[config.mk]
export PLATFORM = sky130hd
export DESIGN_NAME = priority_message_queue_unit_flat
export DESIGN_NICKNAME = d
export VERILOG_FILES = /design/src/rtl/pmq_pkg.sv /design/src/rtl/pmq_req_if.sv /design/src/rtl/pmq_rsp_if.sv /design/src/rtl/pmq_cfg_if.sv /design/src/rtl/pmq_cell.sv /design/src/rtl/priority_message_queue_unit.sv /design/src/flat_wrapper.sv
export SDC_FILE = /design/constraint.sdc
export NUM_CORES = 2
export LEC_CHECK = 0
export BUFFER_PORTS_ARGS = -buffer_cell sky130_fd_sc_hd__buf_2
export CAP_MARGIN = 0
export CORE_ASPECT_RATIO = 2
export CORE_MARGIN = 2
export CORE_UTILIZATION = 48
export DETAILED_ROUTE_END_ITERATION = 6
export GPL_TIMING_DRIVEN = 0
export PLACE_DENSITY = 0.64
export SLEW_MARGIN = 20
export SYNTH_ARGS = -nofsm -noshare
export SYNTH_HDL_FRONTEND = slang
export SYNTH_HIERARCHICAL = 1
export SYNTH_SLANG_ARGS = --single-unit
[constraint.sdc]
create_clock -name clk -period 5.38 [get_ports clk]
set_clock_uncertainty 0.05 [all_clocks]
set_input_delay 0 -clock clk [delete_from_list [all_inputs] [get_ports clk]]
set_output_delay 0 -clock clk [all_outputs]
set_load 0.05 [all_outputs]
[src/rtl/pmq_pkg.sv]
// shared types, codes and defaults for the priority message queue
`timescale 1ns / 1ps

package pmq_pkg;

    localparam int DEPTH_DEF         = 16;
    localparam int PRIO_LEVELS_DEF   = 32;
    localparam int MAX_MSG_BYTES_DEF = 8192;

    localparam int PRIO_W    = 8;
    localparam int LEN_W     = 14;
    localparam int DATA_W    = 32;
    localparam int OUT_PRIO_W = 5;
    localparam int OCC_W     = 5;
    localparam int MAXMSG_W  = 5;
    localparam int CFG_IDX_W = 2;
    localparam int CFG_DATA_W = 14;

    localparam logic [MAXMSG_W-1:0] MAX_MESSAGES_RST = 5'd16;
    localparam logic [LEN_W-1:0]    MAX_MSG_SIZE_RST = 14'd8192;

    typedef enum logic {
        REQ_SEND = 1'b0,
        REQ_RECV = 1'b1
    } req_type_t;

    typedef enum logic [2:0] {
        ST_OK        = 3'd0,
        ST_BAD_PRIO  = 3'd1,
        ST_TOO_LONG  = 3'd2,
        ST_FULL      = 3'd3,
        ST_EMPTY     = 3'd4,
        ST_BUF_SMALL = 3'd5
    } status_t;

    typedef enum logic [CFG_IDX_W-1:0] {
        CFG_MAX_MESSAGES  = 2'd0,
        CFG_MAX_MSG_SIZE  = 2'd1,
        CFG_NOTIFY_ENABLE = 2'd2
    } cfg_reg_t;

    typedef struct packed {
        logic [PRIO_W-1:0] prio;
        logic [LEN_W-1:0]  length;
        logic [DATA_W-1:0] payload;
    } entry_t;

    typedef struct packed {
        logic ins;
        logic pop;
    } cell_ctrl_t;

endpackage

[src/rtl/pmq_req_if.sv]
// request channel: send or receive beats
`timescale 1ns / 1ps

interface pmq_req_if;
    import pmq_pkg::*;

    logic                valid;
    logic                ready;
    req_type_t           req_type;
    logic [PRIO_W-1:0]   prio;
    logic [LEN_W-1:0]    length;
    logic [DATA_W-1:0]   payload;

    modport source (output valid, output req_type, output prio, output length,
                    output payload, input ready);
    modport sink   (input valid, input req_type, input prio, input length,
                    input payload, output ready);
endinterface

[src/rtl/pmq_rsp_if.sv]
// response channel: one beat per request
`timescale 1ns / 1ps

interface pmq_rsp_if;
    import pmq_pkg::*;

    logic                  valid;
    logic                  ready;
    status_t               status;
    logic [DATA_W-1:0]     out_payload;
    logic [LEN_W-1:0]      out_length;
    logic [OUT_PRIO_W-1:0] out_prio;
    logic [OCC_W-1:0]      occupancy;
    logic                  notify;

    modport source (output valid, output status, output out_payload, output out_length,
                    output out_prio, output occupancy, output notify, input ready);
    modport sink   (input valid, input status, input out_payload, input out_length,
                    input out_prio, input occupancy, input notify, output ready);
endinterface

[src/rtl/pmq_cfg_if.sv]
// configuration write channel
`timescale 1ns / 1ps

interface pmq_cfg_if;
    import pmq_pkg::*;

    logic                  valid;
    logic                  ready;
    logic [CFG_IDX_W-1:0]  index;
    logic [CFG_DATA_W-1:0] data;

    modport source (output valid, output index, output data, input ready);
    modport sink   (input valid, input index, input data, output ready);
endinterface

[src/rtl/pmq_cell.sv]
// one slot of the sorted shift chain
`timescale 1ns / 1ps

module pmq_cell (
    input  logic                clk,
    input  pmq_pkg::cell_ctrl_t ctrl,
    input  logic                occupied,
    input  pmq_pkg::entry_t     new_entry,
    input  pmq_pkg::entry_t     prev_entry,
    input  logic                prev_ge,
    input  pmq_pkg::entry_t     next_entry,
    output pmq_pkg::entry_t     entry,
    output logic                ge
);
    import pmq_pkg::*;

    entry_t entry_reg;
    entry_t entry_next;

    // held entry stays ahead of an arriving one of equal priority
    assign ge    = occupied && (entry_reg.prio >= new_entry.prio);
    assign entry = entry_reg;

    always_comb
    begin
        entry_next = entry_reg;
        priority if (ctrl.ins)
        begin
            if (!ge)
            begin
                entry_next = prev_ge ? new_entry : prev_entry;
            end
        end
        else if (ctrl.pop)
        begin
            entry_next = next_entry;
        end
    end

    always_ff @(posedge clk)
    begin
        entry_reg <= entry_next;
    end

endmodule

[src/rtl/priority_message_queue_unit.sv]
// priority message queue: request decode, cell chain and response register
// a response is registered in the cycle after its request beat
// throughput: one request per cycle unless a held response stalls; every cell
// compares its priority in parallel and the whole chain shifts in the same cycle
// reset clears the entry count, the pending notification and the response valid and loads
// the configuration register defaults; entry contents are not reset and are read only below the count
`timescale 1ns / 1ps

module priority_message_queue_unit #(
    parameter int DEPTH         = pmq_pkg::DEPTH_DEF,
    parameter int PRIO_LEVELS   = pmq_pkg::PRIO_LEVELS_DEF,
    parameter int MAX_MSG_BYTES = pmq_pkg::MAX_MSG_BYTES_DEF
) (
    input  logic    clk,
    input  logic    rst_n,
    pmq_req_if.sink   req,
    pmq_rsp_if.source rsp,
    pmq_cfg_if.sink   cfg
);
    import pmq_pkg::*;

    localparam int CW   = $clog2(DEPTH + 1);
    localparam int CMPW = (CW > MAXMSG_W) ? CW : MAXMSG_W;
    localparam int OCCX = (CW > OCC_W) ? CW : OCC_W;
    localparam int LIMW = 17;

    logic [CW-1:0]         count_reg, count_next;
    logic                  pending_reg, pending_next;
    logic [MAXMSG_W-1:0]   max_messages_reg;
    logic [LEN_W-1:0]      max_msg_size_reg;
    logic                  notify_en_reg;

    logic                  rsp_valid_reg;
    status_t               status_reg, status_next;
    logic [DATA_W-1:0]     payload_reg, payload_next;
    logic [LEN_W-1:0]      length_reg, length_next;
    logic [OUT_PRIO_W-1:0] prio_reg, prio_next;
    logic [OCC_W-1:0]      occ_reg;
    logic                  notify_reg, notify_next;

    logic                  accept;
    logic                  bad_prio, too_long, full, buf_small;
    logic [OCCX-1:0]       occ_ext;
    cell_ctrl_t            ctrl;
    entry_t                new_entry;
    entry_t                cell_entry [DEPTH];
    logic                  cell_ge    [DEPTH];
    logic                  occupied   [DEPTH];

    assign req.ready = !rsp_valid_reg || rsp.ready;
    assign accept    = req.valid && req.ready;
    assign cfg.ready = 1'b1;

    assign new_entry.prio    = req.prio;
    assign new_entry.length  = req.length;
    assign new_entry.payload = req.payload;

    assign bad_prio  = {1'b0, req.prio} >= (PRIO_W + 1)'(PRIO_LEVELS);
    assign too_long  = (req.length > max_msg_size_reg)
                    || (LIMW'(req.length) > LIMW'(MAX_MSG_BYTES));
    assign buf_small = (req.length < max_msg_size_reg)
                    && (LIMW'(req.length) < LIMW'(MAX_MSG_BYTES));
    assign full      = (CMPW'(count_reg) >= CMPW'(max_messages_reg))
                    || (count_reg == CW'(DEPTH));

    always_comb
    begin
        ctrl         = '0;
        count_next   = count_reg;
        pending_next = pending_reg;
        status_next  = ST_OK;
        payload_next = '0;
        length_next  = '0;
        prio_next    = '0;
        notify_next  = 1'b0;
        if (accept)
        begin
            unique case (req.req_type)
                REQ_SEND:
                begin
                    priority if (bad_prio)
                        status_next = ST_BAD_PRIO;
                    else if (too_long)
                        status_next = ST_TOO_LONG;
                    else if (full)
                        status_next = ST_FULL;
                    else
                    begin
                        ctrl.ins   = 1'b1;
                        count_next = count_reg + 1'b1;
                        if (notify_en_reg && !pending_reg)
                        begin
                            pending_next = 1'b1;
                            notify_next  = 1'b1;
                        end
                    end
                end
                REQ_RECV:
                begin
                    priority if (buf_small)
                        status_next = ST_BUF_SMALL;
                    else if (count_reg == '0)
                        status_next = ST_EMPTY;
                    else
                    begin
                        ctrl.pop     = 1'b1;
                        count_next   = count_reg - 1'b1;
                        pending_next = 1'b0;
                        payload_next = cell_entry[0].payload;
                        length_next  = cell_entry[0].length;
                        prio_next    = cell_entry[0].prio[OUT_PRIO_W-1:0];
                    end
                end
                default: status_next = ST_OK;
            endcase
        end
        else if (cfg.valid && (cfg.index == CFG_NOTIFY_ENABLE))
        begin
            pending_next = 1'b0;
        end
    end

    assign occ_ext = OCCX'(count_next);

    genvar i;
    generate
        for (i = 0; i < DEPTH; i++)
        begin : g_cell
            assign occupied[i] = CW'(i) < count_reg;
            pmq_cell u_cell (
                .clk        (clk),
                .ctrl       (ctrl),
                .occupied   (occupied[i]),
                .new_entry  (new_entry),
                .prev_entry ((i == 0) ? new_entry : cell_entry[(i == 0) ? 0 : i - 1]),
                .prev_ge    ((i == 0) ? 1'b1 : cell_ge[(i == 0) ? 0 : i - 1]),
                .next_entry ((i == DEPTH - 1) ? new_entry
                                              : cell_entry[(i == DEPTH - 1) ? i : i + 1]),
                .entry      (cell_entry[i]),
                .ge         (cell_ge[i])
            );
        end
    endgenerate

    always_ff @(posedge clk or negedge rst_n)
    begin
        if (!rst_n)
        begin
            count_reg        <= '0;
            pending_reg      <= 1'b0;
            max_messages_reg <= MAX_MESSAGES_RST;
            max_msg_size_reg <= MAX_MSG_SIZE_RST;
            notify_en_reg    <= 1'b0;
            rsp_valid_reg    <= 1'b0;
        end
        else
        begin
            count_reg   <= count_next;
            pending_reg <= pending_next;
            if (cfg.valid)
            begin
                unique case (cfg.index)
                    CFG_MAX_MESSAGES:  max_messages_reg <= cfg.data[MAXMSG_W-1:0];
                    CFG_MAX_MSG_SIZE:  max_msg_size_reg <= cfg.data;
                    CFG_NOTIFY_ENABLE: notify_en_reg    <= cfg.data[0];
                    default:           max_messages_reg <= max_messages_reg;
                endcase
            end
            if (accept)
                rsp_valid_reg <= 1'b1;
            else if (rsp.ready)
                rsp_valid_reg <= 1'b0;
        end
    end

    always_ff @(posedge clk)
    begin
        if (accept)
        begin
            status_reg  <= status_next;
            payload_reg <= payload_next;
            length_reg  <= length_next;
            prio_reg    <= prio_next;
            occ_reg     <= occ_ext[OCC_W-1:0];
            notify_reg  <= notify_next;
        end
    end

    assign rsp.valid       = rsp_valid_reg;
    assign rsp.status      = status_reg;
    assign rsp.out_payload = payload_reg;
    assign rsp.out_length  = length_reg;
    assign rsp.out_prio    = prio_reg;
    assign rsp.occupancy   = occ_reg;
    assign rsp.notify      = notify_reg;

endmodule
[src/flat_wrapper.sv]
// flat-port wrapper written by rule: the top's interface ports become plain ports
module priority_message_queue_unit_flat import pmq_pkg::*;
#(
    parameter int DEPTH         = pmq_pkg::DEPTH_DEF,
    parameter int PRIO_LEVELS   = pmq_pkg::PRIO_LEVELS_DEF,
    parameter int MAX_MSG_BYTES = pmq_pkg::MAX_MSG_BYTES_DEF
)
  (clk, rst_n, req_valid, req_req_type, req_prio, req_length, req_payload, req_ready, rsp_valid, rsp_status, rsp_out_payload, rsp_out_length, rsp_out_prio, rsp_occupancy, rsp_notify, rsp_ready, cfg_valid, cfg_index, cfg_data, cfg_ready);
  pmq_req_if req_i ();
  pmq_rsp_if rsp_i ();
  pmq_cfg_if cfg_i ();
  input  logic clk;
  input  logic rst_n;
  input wire logic [$bits(req_i.valid)-1:0] req_valid;
  input wire logic [$bits(req_i.req_type)-1:0] req_req_type;
  input wire logic [$bits(req_i.prio)-1:0] req_prio;
  input wire logic [$bits(req_i.length)-1:0] req_length;
  input wire logic [$bits(req_i.payload)-1:0] req_payload;
  output wire logic [$bits(req_i.ready)-1:0] req_ready;
  output wire logic [$bits(rsp_i.valid)-1:0] rsp_valid;
  output wire logic [$bits(rsp_i.status)-1:0] rsp_status;
  output wire logic [$bits(rsp_i.out_payload)-1:0] rsp_out_payload;
  output wire logic [$bits(rsp_i.out_length)-1:0] rsp_out_length;
  output wire logic [$bits(rsp_i.out_prio)-1:0] rsp_out_prio;
  output wire logic [$bits(rsp_i.occupancy)-1:0] rsp_occupancy;
  output wire logic [$bits(rsp_i.notify)-1:0] rsp_notify;
  input wire logic [$bits(rsp_i.ready)-1:0] rsp_ready;
  input wire logic [$bits(cfg_i.valid)-1:0] cfg_valid;
  input wire logic [$bits(cfg_i.index)-1:0] cfg_index;
  input wire logic [$bits(cfg_i.data)-1:0] cfg_data;
  output wire logic [$bits(cfg_i.ready)-1:0] cfg_ready;
  assign req_i.valid = req_valid;
  assign req_i.req_type = req_req_type;
  assign req_i.prio = req_prio;
  assign req_i.length = req_length;
  assign req_i.payload = req_payload;
  assign req_ready = req_i.ready;
  assign rsp_valid = rsp_i.valid;
  assign rsp_status = rsp_i.status;
  assign rsp_out_payload = rsp_i.out_payload;
  assign rsp_out_length = rsp_i.out_length;
  assign rsp_out_prio = rsp_i.out_prio;
  assign rsp_occupancy = rsp_i.occupancy;
  assign rsp_notify = rsp_i.notify;
  assign rsp_i.ready = rsp_ready;
  assign cfg_i.valid = cfg_valid;
  assign cfg_i.index = cfg_index;
  assign cfg_i.data = cfg_data;
  assign cfg_ready = cfg_i.ready;
  priority_message_queue_unit #(.DEPTH(DEPTH), .PRIO_LEVELS(PRIO_LEVELS), .MAX_MSG_BYTES(MAX_MSG_BYTES)) u_core (.clk(clk), .rst_n(rst_n), .req(req_i), .rsp(rsp_i), .cfg(cfg_i));
endmodule
Word level (Yosys, flattened, before mapping)
Index checks and enable logic that the tools add are counted.

Bits in registers: 951. Output and inout bits: 63. Logic and storage cells: 274.

Add/subtract/negate cells: 2. Magnitude comparators: 38. Equality and inequality tests: 25. Muxes and demuxes: 96. Bitwise logic cells: 1. Reductions and logical operators: 52.

Operator list (number): 54-bit 2-to-1 mux (63); 8-bit greater-or-equal comparator (16); 4-bit by 5-bit < comparator with 1-bit output (first input constant) (8); 2-bit AND reduction (19); 2-bit inequality test (second input constant) (16); 5-bit 2-to-1 mux (6); 1-bit logical AND (20); 3-bit by 5-bit < comparator with 1-bit output (first input constant) (4); 1-bit 2-to-1 mux (18); 3-bit inequality test (second input constant) (6); 14-bit greater-than comparator (1); 14-bit greater-than comparator (second input constant) (1); 14-bit < comparator (1); 14-bit < comparator (second input constant) (1); 3-bit 2-to-1 mux (4); 1-bit by 5-bit < comparator with 1-bit output (first input constant) (2); 2-bit by 5-bit < comparator with 1-bit output (first input constant) (2); 5-bit one-hot mux with 2 select lines (1); 8-bit by 6-bit greater-or-equal comparator with 1-bit output (second input constant) (1); 7-bit AND reduction (1); 3-bit one-hot mux with 2 select lines (1); 2-bit nonzero test (3); 5-bit by 1-bit adder with 5-bit output (second input constant) (1); 5-bit == test (second input constant) (1); 13 further kinds (17).

Depth between registers and ports, before layout
Word-level depth: 9. Mapped depth: 13.

Cells and area by module
The synthesis kept the hierarchy.

Modules (own cells, without submodules): pmq_cell (times used 16, cells an instance 263, area each 2969.1 um^2, seq. area each 1621.6 um^2); priority_message_queue_unit (times used 1, cells an instance 336, area each 4296.6 um^2, seq. area each 2479.9 um^2).

Worst setup path before layout
Ideal clock, no wire load.

Kind: flip-flop to flip-flop. Start point: register u_core.count_reg[1]. End point: register u_core.g_cell[0].u_cell.entry_reg, in the netlist u_core/g_cell[0].u_cell/entry[0], enable pin. Library setup time: 0.431 ns. Arrival time: 5.220 ns. Required time: 4.899 ns. Setup slack: -0.320 ns. Cell stages (with the launch flop): 13. Period minus slack after synthesis: 5.700 ns. Path through: dfrtp_1 -> clkbuf_1 -> inv_1 -> ha_1 -> nor3b_1 -> a221oi_1 -> o21ai_0 -> nor3_1 -> nand2_1 -> nor2_1 -> buf_2 -> nor2_1 -> a21oi_2.

RTL lines: start: declaration (line priority_message_queue_unit.sv:27) `logic [CW-1:0] count_reg, count_next;`; start signal: assignment (line priority_message_queue_unit.sv:158) `count_reg <= count_next;`; end signal: assignment (line pmq_cell.sv:42) `entry_reg <= entry_next;`; end: declaration (line pmq_cell.sv:17) `entry_t entry_reg;`.

==> results.txt <==
----------------------------------------------------
[Route]
  Average wire per cell in the routed design ... 24.1 um
  Detailed Route WL ... 153 mm
  First-pass DRT Iterations ... 6
  DRC Markers ... 0
  Vias after detailed routing ... 36.8k
  Via count normalized by instance count ... 5.80
  Detail Route Antenna Nets ... 0
  Number of design-rule violations left by the first detailed-router iteration ... 2425

[Final layout]
  Layout cells sized above 1 ... 0.122
  Commonest cells after routing, fill and taps aside ... edfxtp_1 (924), a21oi_1 (906), nor2_1 (891)
  Growth of design area from synthesis to finish ... 14.1%
  Post-layout utilization of the core ... 0.551
  Most frequent standard cell in the layout excluding fill and tap cells ... edfxtp_1
  Max reg flops ... 864
  Post-layout nets ... 5125
  Summed area of non-filler cells in the final layout ... 59100 sq um

[Placement]
  Post-detailed-placement half-perimeter wirelength ... 115 mm
  Total of buffers placed on input and output ports ... 136
  Post-place setup slack ... 384 ps
  Cell Area, Placed ... 55300 sq um
  Routability Congestion ... 0.826

[Global routing]
  Wire length of the first global-routing pass ... 225 mm
  Number of antenna violations at the first check in global routing ... 1
  Maximum number of pins on one net before global-route repair ... 70
  Vias in the first global route ... 41.1k
  Residual overflow from global routing ... 0
  Global routing usage summed across all routing layers ... 0.270

[Logic synthesis]
  Cell area after synthesis ... 51800 sq um
  Cell taking the most area after synthesis ... edfxtp_1
  Cells after synthesis ... 4544
  Compound-Gate Fraction of Synth Area ... 0.111
  Leading post-synthesis cells by cell area ... edfxtp_1 (54%), mux2i_1 (17%), a21oi_1 (8.8%)
  Share of cell area taken by muxes after synthesis ... 0.170
  Adder-cell share of the synthesized area ... 0.0362
  Share of synthesized registers carrying an async set or reset ... 0.0284
  Post-synthesis cell type count ... 57
  Warnings from Yosys ... 6
  Number of synthesized flops with an enable pin ... 924
  Most frequently used flop master after synthesis ... edfxtp_1
  Share of the synthesized area in the top cell type ... 0.536
  Largest family of logic cells by synthesized area ... multiplexers
  Post-synthesis share of cell area spent on and, or, nand and nor gates ... 0.0863
  Per-instance average area after synthesis ... 11.4 sq um
  Yosys reg bits ... 951
  Xor/xnor cell area share of the yosys netlist ... 0.000169
  Portion of the post-synthesis area used by sequential elements ... 0.549

[Run]
  Count of maximum capacitance violations ... 0

[Power and ir drop]
  Leakage power ... 0.0229 uW
  Maximum resistive drop on vdd ... 0.000235 V
  Power per Cell Area ... 339 nW/um^2

[Die]
  Y dimension of the die ... 469 um
  I/O pin total ... 139
  # rows ... 170
  Die area ... 111000 sq um
  Die width ... 236 um
  Starting utilization of the core area ... 0.483
  Total core area ... 107000 sq um

[STA]
  Final Max Tran Viols ... 0
  Number of failing hold endpoints at the final stage ... 0
  Achievable Freq ... 200 MHz
  Final critical delay including setup and external delays ... 4990 ps
  Accumulated negative setup slack ... 0 ps
  Remaining max-slew budget at the tightest pin ... 0.286
  Setup repair after global routing missed its margin ... no
  Post-route worst hold slack ... 7.44 ps
  Period utilization ... 0.928
  Worst Max-Slew Pin Slew ... 1060 ps
  Post-layout worst setup margin ... 390 ps
  Total setup violations reported at the end of the flow ... 0

[Worst hold path]
  Worst hold path class ... input port to register

[Critical path]
  Worst EP arrival ... 5330 ps
  Critical path launch point type ... register
  Setup CP Type ... register to register
  Required time of the critical path ... 5720 ps
  Critical path fanouts, max ... 22
  Crit path capture type ... register

[Clock network]
  Clock-pin slew on the worst setup and hold paths ... 70 ps
  Number of buffers between clock root and the deepest sink ... 3
  Clock net sink count ... 951
  Number of levels in the clock H-tree ... 3
  TritonCTS clock tree ... built
  Clock network latency to the later pin of the worst-skew pair ... 700 ps
  Total of cells resized after clock tree synthesis ... 0
  Number of buffers added by the clock tree synthesis step ... 87
  Root buffer selected by CTS ... clkbuf_16

[Status]
  Result of the run ... finished, final reports clean

----------------------------------------------------
-- timing repair --
| action | 4_1_cts | 5_1_grt |
|---|---|---|
| buffers inserted | 0 | 0 |
| hold buffers | 95 | 0 |
| endpoints found under the hold margin | 309 | 0 |
-- synth_stat cells (23+ instances only) --
cell,instances
a21oi_2,32
dfrtp_1,25
edfxtp_1,924
inv_1,170
clkbuf_1,148
buf_4,81
and2_4,50
nand3_1,23
nor2_1,893
a21oi_1,906
buf_2,32
ha_1,150
mux2i_1,864
-- stage by stage --
step / power [uW] / cells
2_1_floorplan: 12300 / 4545
3_3_place_gp: 13400 / 6057
3_5_place_dp: 13600 / 6091
4_1_cts: 20200 / 6347
5_1_grt: 20800 / 6348
6_report: 20100 / 6348
-- where the power goes --
group | switching [uW] | leakage (uW) | internal (uW) | total [uW]
logic | 2640 | 0.0127 | 1920 | 4570
clock network | 2920 | 0.00142 | 3570 | 6490
registers | 327 | 0.00884 | 8680 | 9000
-- worst max-delay path: stages (launching register included) --
cell and delay, ps:
dfrtp_1 410, clkbuf_1 290, inv_1 190, ha_1 290
nor3b_1 190, a221oi_1 260, o21ai_0 210, nor3_1 290
nand2_1 260, nor2_4 490, buf_16 230, buf_2 280
nor2_1 120, a21oi_4 650, buf_16 250, buf_16 170
-- cells by family after synthesis --
kind of cell               after synthesis
buffers and inverters                  470
AOI/OAI and AO/OA                     1043
adders and majority gates              150
xor gates and xnor gates                 1
other                                    1
muxes                                  880
and+or+nand+nor                       1048
DFF                                    951
-- area by class of cell --
type | instances | area [sq um]
Multi-Input combinational cell | 3124 | 21100
Fill cell | 9426 | 48100
Clock inverter | 58 | 543
Tap cell | 1376 | 1720
Inverter | 171 | 647
Antenna cell | 1 | 2.50
Sequential cell | 951 | 28400
Buffer | 299 | 1810
Timing Repair Buffer | 265 | 2570
Clock buffer | 103 | 2320
-- final timing paths --
check	startpoint	to	slack, ps	cells past startpoint
max in group asynchronous	rst_n	u_core/rsp.valid	4720	4
worst max register to register	u_core/count_reg[1]	u_core/g_cell[15].u_cell/entry[18]	390	15
min in group asynchronous	rst_n	u_core/max_msg_size_reg[7]	370	4
worst min register to register	u_core/max_msg_size_reg[8]	u_core/max_msg_size_reg[8]	460	1
worst min-delay path	req_prio[7]	u_core/g_cell[15].u_cell/entry[53]	7	3
worst max-delay path	u_core/count_reg[1]	u_core/g_cell[15].u_cell/entry[18]	390	15
-- per-layer routing --
layer  wire (um)  share of wire  GRT usage
met2       90900           0.59      0.572
met3        4280          0.028     0.0250
met4        8080          0.053      0.146
met5           0              0          0
met1       49700           0.32      0.241
No activity file was read; power rests on OpenSTA's default activity.
